$ cat src/rtl/spfs_pkg.sv
// Package with shared types and constants of the frame scheduler.
package spfs_pkg;
	typedef enum logic [1:0] {
		ACT_BEGIN = 2'd0,
		ACT_POLL  = 2'd1,
		ACT_END   = 2'd2,
		ACT_END2  = 2'd3
	} action_t;

	typedef enum logic [2:0] {
		REG_FAILED   = 3'd0,
		REG_TEMP_EV  = 3'd1,
		REG_MISS_LIM = 3'd2,
		REG_CMD_SENS = 3'd3,
		REG_CMD_COMB = 3'd4
	} reg_idx_t;

	localparam int ST_INIT     = 0;
	localparam int ST_LATE     = 1;
	localparam int ST_SPI      = 2;
	localparam int ST_SENSOR   = 3;
	localparam int ST_NOTFRESH = 4;

	localparam logic [15:0] TEMP_INVALID  = 16'h8000;
	localparam logic [23:0] PRESS_INVALID = 24'h800000;

	typedef struct packed {
		action_t     action;
		logic [3:0]  channel;
		logic        budget_expired;
		logic        status_read_ok;
		logic [7:0]  ready_byte;
		logic        measure_read_ok;
		logic [15:0] temp_raw;
		logic [23:0] pressure_raw;
	} item_t;

	typedef struct packed {
		logic [3:0]  channel_out;
		logic        trigger;
		logic [7:0]  trigger_command;
		logic        fresh;
		logic [15:0] temperature;
		logic [23:0] pressure;
		logic [4:0]  frame_status;
		logic [15:0] fresh_set;
		logic        all_fresh;
	} result_t;
endpackage

$ cat src/rtl/spfs_front.sv
// Front part: input register stage in front of the executor.
module spfs_front (
	input  logic            clk,
	input  logic            arst_n,
	input  logic            push,
	output logic            full,
	input  spfs_pkg::item_t item_in,
	output logic            valid_s1,
	output spfs_pkg::item_t item_s1,
	input  logic            take
);
	assign full = valid_s1 && !take;

	always_ff @(posedge clk or negedge arst_n) begin
		if (!arst_n) begin
			valid_s1 <= 1'b0;
		end else if (!full) begin
			valid_s1 <= push;
		end
	end

	always_ff @(posedge clk) begin
		if (push && !full) begin
			item_s1 <= item_in;
		end
	end
endmodule

$ cat src/rtl/spfs_back.sv
// Back part: state update and result build for one item per cycle while the result register is not held.
module spfs_back #(
	parameter int CHANNELS = 16
) (
	input  logic              clk,
	input  logic              arst_n,
	input  logic              valid_s1,
	input  spfs_pkg::item_t   item_s1,
	output logic              take,
	input  logic              cfg_we,
	input  logic [2:0]        cfg_idx,
	input  logic [15:0]       cfg_data,
	output logic              res_valid_q,
	output spfs_pkg::result_t res_q,
	input  logic              pop
);
	localparam logic [15:0] CMASK = (CHANNELS >= 16) ? 16'hFFFF :
		16'((32'd1 << CHANNELS) - 32'd1);

	logic [15:0] failed_q;
	logic [7:0]  temp_every_q, miss_limit_q, cmd_sens_q, cmd_comb_q;
	logic [7:0]  phase_q, cmd_q;
	logic [4:0]  status_q;
	logic [15:0] fresh_q;
	logic        stopped_q;
	logic [15:0] tvalid_q;
	logic [15:0] temp_q [16];
	logic [23:0] press_q [16];
	logic [7:0]  miss_q [16];

	logic [3:0]  ch;
	logic        chv;
	logic [8:0]  ph_inc;
	logic signed [20:0] tmul;
	logic signed [20:0] tdiv;
	logic        pneg;
	logic [23:0] pmag;
	logic [27:0] pm9;
	logic [22:0] p16;
	logic [46:0] pq_full;
	logic [20:0] pq;
	logic [7:0]  miss_inc;
	spfs_pkg::result_t r;
	logic [4:0]  st_n;
	logic [15:0] fr_n;
	logic        stop_n, store, clr_miss, inc_miss;
	logic [15:0] t_st;
	logic [23:0] p_st;

	assign take = !res_valid_q || pop;
	assign ch = item_s1.channel;
	assign chv = (32'(ch) < CHANNELS);
	assign ph_inc = {1'b0, phase_q} + 9'd1;
	assign tmul = 21'(signed'(item_s1.temp_raw)) * 21'sd10;
	assign tdiv = tmul / 21'sd256;

	// Pressure is scaled on its magnitude so that the quotient truncates toward zero;
	// the division by eighty is a shift by four and a reciprocal multiply for five.
	assign pneg = item_s1.pressure_raw[23];
	assign pmag = pneg ? (-item_s1.pressure_raw) : item_s1.pressure_raw;
	assign pm9 = {4'b0, pmag} + {1'b0, pmag, 3'b0};
	assign p16 = pm9[26:4];
	assign pq_full = {24'd0, p16} * {23'd0, 24'hCCCCCD};
	assign pq = pq_full[46:26];

	assign miss_inc = (miss_q[ch] == 8'hFF) ? 8'hFF : miss_q[ch] + 8'd1;

	always_comb begin
		r = '0;
		st_n = status_q;
		fr_n = fresh_q;
		stop_n = stopped_q;
		store = 1'b0;
		clr_miss = 1'b0;
		inc_miss = 1'b0;
		t_st = 16'(tdiv);
		p_st = pneg ? (-{3'b0, pq}) : {3'b0, pq};
		unique case (item_s1.action)
			spfs_pkg::ACT_BEGIN: begin
				fr_n = '0;
				stop_n = 1'b0;
				st_n = '0;
				st_n[spfs_pkg::ST_INIT] = |(failed_q & CMASK);
				r.trigger_command = (phase_q == 8'd0) ? cmd_comb_q : cmd_sens_q;
			end
			spfs_pkg::ACT_POLL: begin
				r.channel_out = ch;
				if (chv && !stopped_q && item_s1.budget_expired) begin
					st_n[spfs_pkg::ST_LATE] = 1'b1;
					stop_n = 1'b1;
				end else if (chv && !stopped_q && !failed_q[ch]) begin
					if (!item_s1.status_read_ok) begin
						st_n[spfs_pkg::ST_SPI] = 1'b1;
					end else if (|item_s1.ready_byte[7:2]) begin
						st_n[spfs_pkg::ST_SENSOR] = 1'b1;
					end else if (item_s1.ready_byte[0]) begin
						if (!item_s1.measure_read_ok) begin
							st_n[spfs_pkg::ST_SPI] = 1'b1;
						end else begin
							store = 1'b1;
							clr_miss = 1'b1;
							fr_n[ch] = 1'b1;
							r.fresh = 1'b1;
							r.trigger = 1'b1;
						end
					end else if (miss_inc >= miss_limit_q) begin
						r.trigger = 1'b1;
						clr_miss = 1'b1;
					end else begin
						inc_miss = 1'b1;
					end
				end
				if (chv) begin
					if (store) begin
						r.temperature = t_st;
						r.pressure = p_st;
					end else if (tvalid_q[ch]) begin
						r.temperature = temp_q[ch];
						r.pressure = press_q[ch];
					end else begin
						r.temperature = spfs_pkg::TEMP_INVALID;
						r.pressure = spfs_pkg::PRESS_INVALID;
					end
				end
				r.trigger_command = cmd_q;
			end
			spfs_pkg::ACT_END, spfs_pkg::ACT_END2: begin
				if ((fresh_q & CMASK) != CMASK) begin
					st_n[spfs_pkg::ST_NOTFRESH] = 1'b1;
				end else begin
					r.all_fresh = 1'b1;
				end
				r.trigger_command = cmd_q;
			end
			default: ;
		endcase
		r.frame_status = st_n;
		r.fresh_set = fr_n;
	end

	always_ff @(posedge clk or negedge arst_n) begin
		if (!arst_n) begin
			failed_q <= '0;
			temp_every_q <= 8'd10;
			miss_limit_q <= 8'd3;
			cmd_sens_q <= '0;
			cmd_comb_q <= '0;
			phase_q <= '0;
			cmd_q <= '0;
			status_q <= '0;
			fresh_q <= '0;
			stopped_q <= 1'b0;
			tvalid_q <= '0;
			res_valid_q <= 1'b0;
			for (int i = 0; i < 16; i++) begin
				miss_q[i] <= '0;
			end
		end else begin
			if (cfg_we) begin
				unique case (cfg_idx)
					spfs_pkg::REG_FAILED:   failed_q <= cfg_data;
					spfs_pkg::REG_TEMP_EV:  temp_every_q <= cfg_data[7:0];
					spfs_pkg::REG_MISS_LIM: miss_limit_q <= cfg_data[7:0];
					spfs_pkg::REG_CMD_SENS: cmd_sens_q <= cfg_data[7:0];
					spfs_pkg::REG_CMD_COMB: cmd_comb_q <= cfg_data[7:0];
					default: ;
				endcase
			end
			if (take) begin
				res_valid_q <= valid_s1;
			end
			if (valid_s1 && take) begin
				status_q <= st_n;
				fresh_q <= fr_n;
				stopped_q <= stop_n;
				if (item_s1.action == spfs_pkg::ACT_BEGIN) begin
					cmd_q <= r.trigger_command;
					phase_q <= (ph_inc >= {1'b0, temp_every_q}) ? 8'd0 : ph_inc[7:0];
				end
				if (store) begin
					tvalid_q[ch] <= 1'b1;
				end
				if (clr_miss) begin
					miss_q[ch] <= '0;
				end else if (inc_miss) begin
					miss_q[ch] <= miss_inc;
				end
			end
		end
	end

	always_ff @(posedge clk) begin
		if (valid_s1 && take) begin
			res_q <= r;
			if (store) begin
				temp_q[ch] <= t_st;
				press_q[ch] <= p_st;
			end
		end
	end
endmodule

$ cat src/rtl/sensor_poll_frame_scheduler.sv
// Top level of the sensor poll frame scheduler.
// A pushed item passes the input stage register and then the result register before it shows as a result.
// Throughput: one item per cycle while pop keeps the result register from being held.
// Full rises only when the result register and the input stage both hold data and pop is low.
// Reset is asynchronous and active low; it restores register defaults.
// Stored values read as the invalid markers until a channel is first written.
module sensor_poll_frame_scheduler #(
	parameter int CHANNELS = 16
) (
	input  logic               clk,
	input  logic               arst_n,
	input  logic               push,
	output logic               full,
	input  logic [1:0]         action,
	input  logic [3:0]         channel,
	input  logic               budget_expired,
	input  logic               status_read_ok,
	input  logic [7:0]         ready_byte,
	input  logic               measure_read_ok,
	input  logic signed [15:0] temp_raw,
	input  logic [23:0]        pressure_raw,
	output logic               empty,
	input  logic               pop,
	output logic [3:0]         channel_out,
	output logic               trigger,
	output logic [7:0]         trigger_command,
	output logic               fresh,
	output logic signed [15:0] temperature,
	output logic signed [23:0] pressure,
	output logic [4:0]         frame_status,
	output logic [15:0]        fresh_set,
	output logic               all_fresh,
	input  logic               cfg_we,
	input  logic [2:0]         cfg_idx,
	input  logic [15:0]        cfg_data
);
	spfs_pkg::item_t   item_in, item_s1;
	spfs_pkg::result_t res_q;
	logic valid_s1, take, res_valid_q;

	assign item_in = '{action: spfs_pkg::action_t'(action), channel: channel,
		budget_expired: budget_expired, status_read_ok: status_read_ok,
		ready_byte: ready_byte, measure_read_ok: measure_read_ok,
		temp_raw: temp_raw, pressure_raw: pressure_raw};

	spfs_front u_front (.clk, .arst_n, .push, .full, .item_in, .valid_s1,
		.item_s1, .take);

	spfs_back #(.CHANNELS(CHANNELS)) u_back (.clk, .arst_n, .valid_s1, .item_s1,
		.take, .cfg_we, .cfg_idx, .cfg_data, .res_valid_q, .res_q, .pop);

	assign empty = !res_valid_q;
	assign channel_out = res_q.channel_out;
	assign trigger = res_q.trigger;
	assign trigger_command = res_q.trigger_command;
	assign fresh = res_q.fresh;
	assign temperature = res_q.temperature;
	assign pressure = res_q.pressure;
	assign frame_status = res_q.frame_status;
	assign fresh_set = res_q.fresh_set;
	assign all_fresh = res_q.all_fresh;
endmodule

$ cat config.mk
export PLATFORM = sky130hd
export DESIGN_NAME = sensor_poll_frame_scheduler
export DESIGN_NICKNAME = d
export VERILOG_FILES = /design/src/rtl/spfs_pkg.sv /design/src/rtl/spfs_front.sv /design/src/rtl/spfs_back.sv /design/src/rtl/sensor_poll_frame_scheduler.sv
export SDC_FILE = /design/constraint.sdc
export NUM_CORES = 2
export LEC_CHECK = 0
export BUFFER_PORTS_ARGS = -buffer_cell sky130_fd_sc_hd__buf_2
export CAP_MARGIN = 40
export CORE_MARGIN = 1.5
export CORE_UTILIZATION = 55
export CTS_BUF_LIST = sky130_fd_sc_hd__clkbuf_8
export DETAILED_ROUTE_END_ITERATION = 12
export GPL_TIMING_DRIVEN = 1
export PLACE_DENSITY = 0.72
export SETUP_SLACK_MARGIN = 0.5
export SLEW_MARGIN = 20
export SYNTH_ARGS = -nofsm -noshare
export SYNTH_HDL_FRONTEND = slang
export SYNTH_SLANG_ARGS = --single-unit
$ cat constraint.sdc
create_clock -name clk -period 13.66 [get_ports clk]
set_input_delay 1.366 -clock clk [delete_from_list [all_inputs] [get_ports clk]]
set_output_delay 1.366 -clock clk [all_outputs]
set_load 0.005 [all_outputs]
# ---- Word-level counts from Yosys, hierarchy flattened
# Memory sizes are Yosys's and may differ from the RTL's. A register that Yosys moved wholly into a read port is not among the register bits.
# Index checks and enable logic that the tools add are counted.
dict set report word_totals {
  regBits 365
  mem_bits_rw 640
  inputBits 81
  output_inout_bits 78
  word_cells 182
  mem_count 2
}
dict set report classes {
  n_addsub 6
  n_mul 2
  n_lt_le_gt_ge 6
  eq_ne 10
  muxes 72
  bitwise 6
  reduce_logical 32
}
# name depth word_bits read_ports rd_clocked_by_memory_dff write_ports line_no
set mem_list {}
lappend mem_list {u_back.press_q 16 24 1 1 1 spfs_back.sv:28} ;# logic [23:0] press_q [16];
lappend mem_list {u_back.temp_q 16 16 1 1 1 spfs_back.sv:27} ;# logic [15:0] temp_q [16];
# op n
set op_table {}
lappend op_table {{$mux W128} 2}
lappend op_table {{$and A128 B128 Y128} 1}
lappend op_table {{$bwmux W128} 1}
lappend op_table {{$not A128 Y128} 1}
lappend op_table {{$mux W16} 6}
lappend op_table {{$mux W40} 2}
lappend op_table {{$mux W24} 2}
lappend op_table {{$mux W8} 6}
lappend op_table {{$mul A23 B24 Y47 const B} 1}
lappend op_table {{$mux W1} 39}
lappend op_table {{$bmux W8 S4} 1}
lappend op_table {{$demux W8 S4} 1}
lappend op_table {{$or A16 B16 Y16} 2}
lappend op_table {{$pmux W16 S2} 1}
lappend op_table {{$add A24 B27 Y27} 1}
lappend op_table {{$neg A21 Y24} 1}
lappend op_table {{$neg A24 Y24} 1}
lappend op_table {{$mul A16 B4 Y20 const B} 1}
lappend op_table {{$add A16 B1 Y16} 1}
lappend op_table {{$ne A16 B16 Y1 const B} 1}
lappend op_table {{$pmux W8 S2} 1}
lappend op_table {{$reduce_and A2 Y1} 8}
lappend op_table {{$reduce_or A16 Y1} 1}
lappend op_table {{$add A8 B1 Y9 const B} 1}
lappend op_table {{34 further kinds} 51}

# ---- Depth between registers and ports, before layout
dict set report logic_depth {
  depth_word 16
  ltp_mapped 48
  mapped_depth_nobuf 45
}

# ---- Hierarchy
# From an unflattened synthesis, not the netlist that was laid out.
dict set report hier_totals {
  cells_unflattened 3346
  hier_area_um2 50868.8
}
# module n_inst cells_each area_each_um2
set by_module_without_submodules {}
lappend by_module_without_submodules {spfs_back 1 3283 49095.8}
lappend by_module_without_submodules {spfs_front 1 62 1769.2}
lappend by_module_without_submodules {sensor_poll_frame_scheduler 1 1 3.8}

# ---- Worst setup path before layout
# Ideal clock, no wire load.
dict set report synth_timing {
  path_type {register -> register}
  from {register u_front.item_s1[5] (netlist name)}
  to {register u_back.res_q[42] (netlist name)}
  t_arrival_ps 11094
  required_ps 13528
  path_slack_ps 2434
  stages_incl_launch_ff 42
  path_cell_list {edfxtp_1 -> or4_1 -> clkbuf_1 -> or3_1 -> or2_2 -> o41ai_1 -> xnor2_1 -> ha_1 -> o21a_1 -> o21ai_0 -> nor2_1 -> a21oi_1 -> o21ai_0 -> a221oi_1 -> o31a_1 -> inv_1 -> ha_1 -> inv_1 -> (+6 left out) -> inv_1 -> fa_1 -> inv_1 -> fa_1 -> ha_1 -> clkbuf_8 -> nand2_1 -> o21ai_0 -> a22oi_1 -> a211oi_1 -> nor3_2 -> xnor2_1 -> a211o_1 -> or4b_1 -> buf_6 -> o31ai_1 -> xor2_1 -> a22o_1}
}
dict set report synth_between {
  elab_chain_cells 7
}
# item line_no
set synth_rtl {}
lappend synth_rtl {{$neg A24 Y24} spfs_back.sv:60} ;# assign pmag = pneg ? (-item_s1.pressure_raw) : item_s1.pressure_raw;
lappend synth_rtl {{$mux W24 *} spfs_back.sv:60}
lappend synth_rtl {{$add A24 B27 Y27 *} spfs_back.sv:61} ;# assign pm9 = {4'b0, pmag} + {1'b0, pmag, 3'b0};
lappend synth_rtl {{$mul A23 B24 Y47 *} spfs_back.sv:63} ;# assign pq_full = {24'd0, p16} * {23'd0, 24'hCCCCCD};
lappend synth_rtl {{$neg A21 Y24} spfs_back.sv:77} ;# p_st = pneg ? (-{3'b0, pq}) : {3'b0, pq};
lappend synth_rtl {{$mux W24 *} spfs_back.sv:77}
lappend synth_rtl {{net u_back.p_st[20]} spfs_back.sv:48} ;# logic [23:0] p_st;
lappend synth_rtl {{$mux W40 *} spfs_back.sv:114} ;# if (store) begin
# Mark *: on every way through the listed nets, which the timed path passes. The rest lies on a longest branch.
# A chain may end at the register's enable or synchronous reset.

# ---- Worst setup path in the final report
dict set report layout_timing {
  from {register u_front.item_s1[5] (netlist name)}
  to {register u_back.res_q[40] (netlist name)}
}
dict set report layout_between {
  elab_chain_cells 7
}
# item line_no
set layout_rtl {}
lappend layout_rtl {{$neg A24 Y24} spfs_back.sv:60}
lappend layout_rtl {{$mux W24 *} spfs_back.sv:60}
lappend layout_rtl {{$add A24 B27 Y27 *} spfs_back.sv:61}
lappend layout_rtl {{$mul A23 B24 Y47 *} spfs_back.sv:63}
lappend layout_rtl {{$neg A21 Y24} spfs_back.sv:77}
lappend layout_rtl {{$mux W24 *} spfs_back.sv:77}
lappend layout_rtl {{net u_back.p_st[18]} spfs_back.sv:48}
lappend layout_rtl {{$mux W40 *} spfs_back.sv:114}
# Marks and branches as above.

==> out/metrics.yaml <==
outcome:
  status: "finished, final reports clean"
worst_setup_path:
  cp_max_fo: 11
  slowest_delay_ns: 0.66
  critPathArrivalTime_ns: 13.04
  cp-start-kind: "register"
  critPathCaptureType: "register"
  cp.required_ns: 14.23
  worst_path_max_delay_cell: "or4_1"
  worstSetupPathType: "reg2reg"
final_layout:
  nets: 4129
  drive_above_1_share_pct: 26.1
  syn2layout_area_growth_pct: 11.9
clock_tree:
  htreeDepth: 4
  clock_sinks: 1008
  postCtsSetupBuffers: 0
  cts_buffer_depth: 3
  cts_buffers: 161
  cts_tree: "done"
  clk_latency_ns: 0.86
  root_buffer: "clkbuf_8"
  path_clk_slew_ns: 0.06
  hold_buffers: 0
drt:
  vias: 29600
  first_iter_violations: 2515
  remaining_drc_errors: 0
  vias_per_cell: 5.92
  wl_um: 116000
  ant_nets: 0
  post_drt_wl_per_cell_um: 23.3
  first_pass_iters: 5
synthesis:
  synth_flop_cell: "edfxtp_1"
  synthArstFlopShare_pct: 23.0
  syn_inst: 3331
  syn_avg_cell_area_um2: 15.4
  synth-edff-count: 772
  synth_nets: 3829
  ys_ff_latch: 1008
  yosysWarnings: 0
  netlist_area_mm2: 0.0512
  seq_area_frac_synth_pct: 56.7
  yosys.cell_types.count: 101
sta:
  skew_ns: 0.0759
  finalCritPeriodShare_pct: 91.3
  worst_slew_pin_slew_ns: 0.918
  rsz0062_at_grt: "no"
  fmax_mhz: 80.2
  drv_slew: 0
  finalSetupTns_ns: 0
  slew-limit-headroom_pct: 38.8
  final.min_clock_period_ns: 12.47
  setup-violations-final: 0
  hold_viol_final: 0
  layout_setup_ws_ns: 1.19
grt:
  grt.total_usage_pct: 25.0
  grt_overflow: 0
  grt_pass1_vias: 30400
  grt_max_degree: 82
  antenna_found_initial: 6
  grt_pass1_wl_um: 177000
die:
  rows: 111
  die_y_um: 308
  initial_utilization_pct: 55.7
  dieArea_mm2: 0.0950
  chipWidth_um: 308
  ios: 159
  core_mm2: 0.0919
job:
  cap_violations: 0
placement:
  place_hpwl_um: 75600
  place_congestion: 0.869
  port_buffers: 157
  dp_slack_ns: 0.799
min_path:
  hold_path.class: "reg2reg"
==> cells in the mapped netlist (5+ instances only) <==
cell type / number / area share, %
edfxtp_1: 772 / 45
inv_1: 275 / 2.0
ha_1: 272 / 6.6
mux4_2: 245 / 11
dfrtp_1: 228 / 11
mux2_2: 171 / 3.8
nand2_1: 169 / 1.2
fa_1: 145 / 5.7
o21ai_0: 110 / 1.1
a21oi_1: 101 / 0.99
nor2_1: 96 / 0.70
xnor2_1: 77 / 1.3
clkbuf_1: 76 / 0.56
a21o_1: 51 / 0.75
xor2_1: 30 / 0.51
nand4_1: 29 / 0.35
or2_2: 29 / 0.35
nand3_1: 28 / 0.27
buf_1: 26 / 0.19
nand2b_1: 25 / 0.31
a22o_1: 24 / 0.41
and3_1: 24 / 0.29
nor3_1: 23 / 0.22
nor2b_1: 21 / 0.26
and2_1: 16 / 0.20
o211ai_1: 15 / 0.22
o31ai_1: 15 / 0.22
nor4_1: 14 / 0.17
or3_1: 14 / 0.17
mux2i_1: 13 / 0.25
a211oi_1: 12 / 0.18
o21a_1: 12 / 0.18
o21bai_1: 10 / 0.15
o21ai_1: 9 / 0.088
a211o_1: 8 / 0.14
or4_1: 8 / 0.12
buf_2: 7 / 0.068
a31oi_1: 6 / 0.073
clkbuf_8: 6 / 0.16
nor4b_1: 5 / 0.085
==> metrics by stage <==
step	hold WS (ns)	util, %	instances	cell area (um2)
floorplan	0.434	-	3331	51200
global placement	0.447	58.3	4671	53600
detailed placement	0.452	58.8	4701	54100
CTS	0.466	62.1	4986	57100
global route	0.482	62.3	4997	57300
finish	0.466	62.3	4997	57300
==> registers in the layout (all words and copies together), names as in the netlist, named ones only <==
register             flops
u_back.press_q         384
u_back.temp_q          256
u_back.miss_q          128
u_back.res_q            76
u_front.item_s1         56
u_back.failed_q         16
u_back.fresh_q          16
u_back.tvalid_q         16
u_back.cmd_comb_q        8
u_back.cmd_q             8
u_back.cmd_sens_q        8
u_back.miss_limit_q      8
u_back.phase_q           8
u_back.temp_every_q      8
u_back.status_q          5
u_back.res_valid_q       1
u_back.stopped_q         1
u_front.valid_s1         1
==> critical path: cells and delay by family (launching register included) <==
kind / cells / cell delay [ns]
AO/OA/AOI/OAI: 16 / 3.60
XOR/XNOR: 2 / 0.45
adder cells (fa/ha/maj): 10 / 4.01
buffers and inverters: 7 / 0.63
flip-flops: 1 / 0.45
AND/OR/NAND/NOR: 9 / 3.08
==> repair_timing <==
item,4_1_cts,5_1_grt
gates resized for setup,0,13
endpoints found under the setup margin,0,117
hold endpoints to repair,0,0
==> per-layer routing <==
metal / vias up / part of all wire [%] / global-route usage, %
met2: 1048 / 49 / 41.0
li1: 13200 / - / -
met3: 227 / 7.1 / 5.15
met5: - / 0.045 / 0
met1: 15100 / 42 / 34.0
met4: 8 / 2.3 / 7.41
==> cells in the final DEF, fill, tap and decap left out, types with 29 or more instances in the layout <==
cell type	Yosys	layout
dfrtp_1	228	228
nand4_1	29	29
nand2_1	169	169
fa_1	145	145
a21o_1	51	51
nor2_1	96	79
buf_2	7	159
or2_2	29	29
o21ai_0	110	108
mux4_2	245	245
buf_4	0	79
mux2_2	171	171
xnor2_1	77	74
clkbuf_8	6	174
inv_1	275	337
xor2_1	30	29
edfxtp_1	772	772
ha_1	272	272
a21oi_1	101	101
==> cell families (layout without fill, tap and decap cells) <==
| group | count (synthesis) | in the layout | share of synthesized area (%) |
|---|---|---|---|
| AND/OR/NAND/NOR | 536 | 536 | 5.35 |
| adder cells (fa/ha/maj) | 418 | 418 | 12.3 |
| buffers and inverters | 396 | 818 | 3.10 |
| flip-flops | 1008 | 1008 | 56.7 |
| multiplexers | 433 | 433 | 15.0 |
| other | 0 | 1 | 0 |
| AO/OA/AOI/OAI | 433 | 433 | 5.65 |
| XOR/XNOR | 107 | 107 | 1.83 |
==> cell type report <==
| cell class | count | area (um2) |
|---|---|---|
| inverter | 276 | 1040 |
| sequential | 1008 | 29100 |
| multi-input combinational | 1927 | 20800 |
| clock inverter | 111 | 593 |
| fill | 6829 | 34600 |
| clock buffer | 174 | 2390 |
| timing repair buffer | 257 | 1840 |
| tap | 1243 | 1560 |
| antenna | 1 | 2.50 |
==> path summary, 6_finish.rpt <==
| kind | startpoint | end | slack [ns] | depth (start not counted) |
|---|---|---|---|---|
| max reg2reg | u_front.item_s1[5] | u_back.res_q[40] | 1.19 | 44 |
| max | u_front.item_s1[5] | u_back.res_q[40] | 1.19 | 44 |
| max in group asynchronous | arst_n | u_back.miss_limit_q[1] | 11.41 | 4 |
| min reg2reg | u_back.tvalid_q[15] | u_back.tvalid_q[15] | 0.47 | 1 |
| min | u_back.tvalid_q[15] | u_back.tvalid_q[15] | 0.47 | 1 |
| min in group asynchronous | arst_n | u_back.fresh_q[0] | 0.53 | 1 |
Power is left out: the tool's default activity adds up to more than one toggle a clock period on the data nets, which glitch-free logic cannot reach.
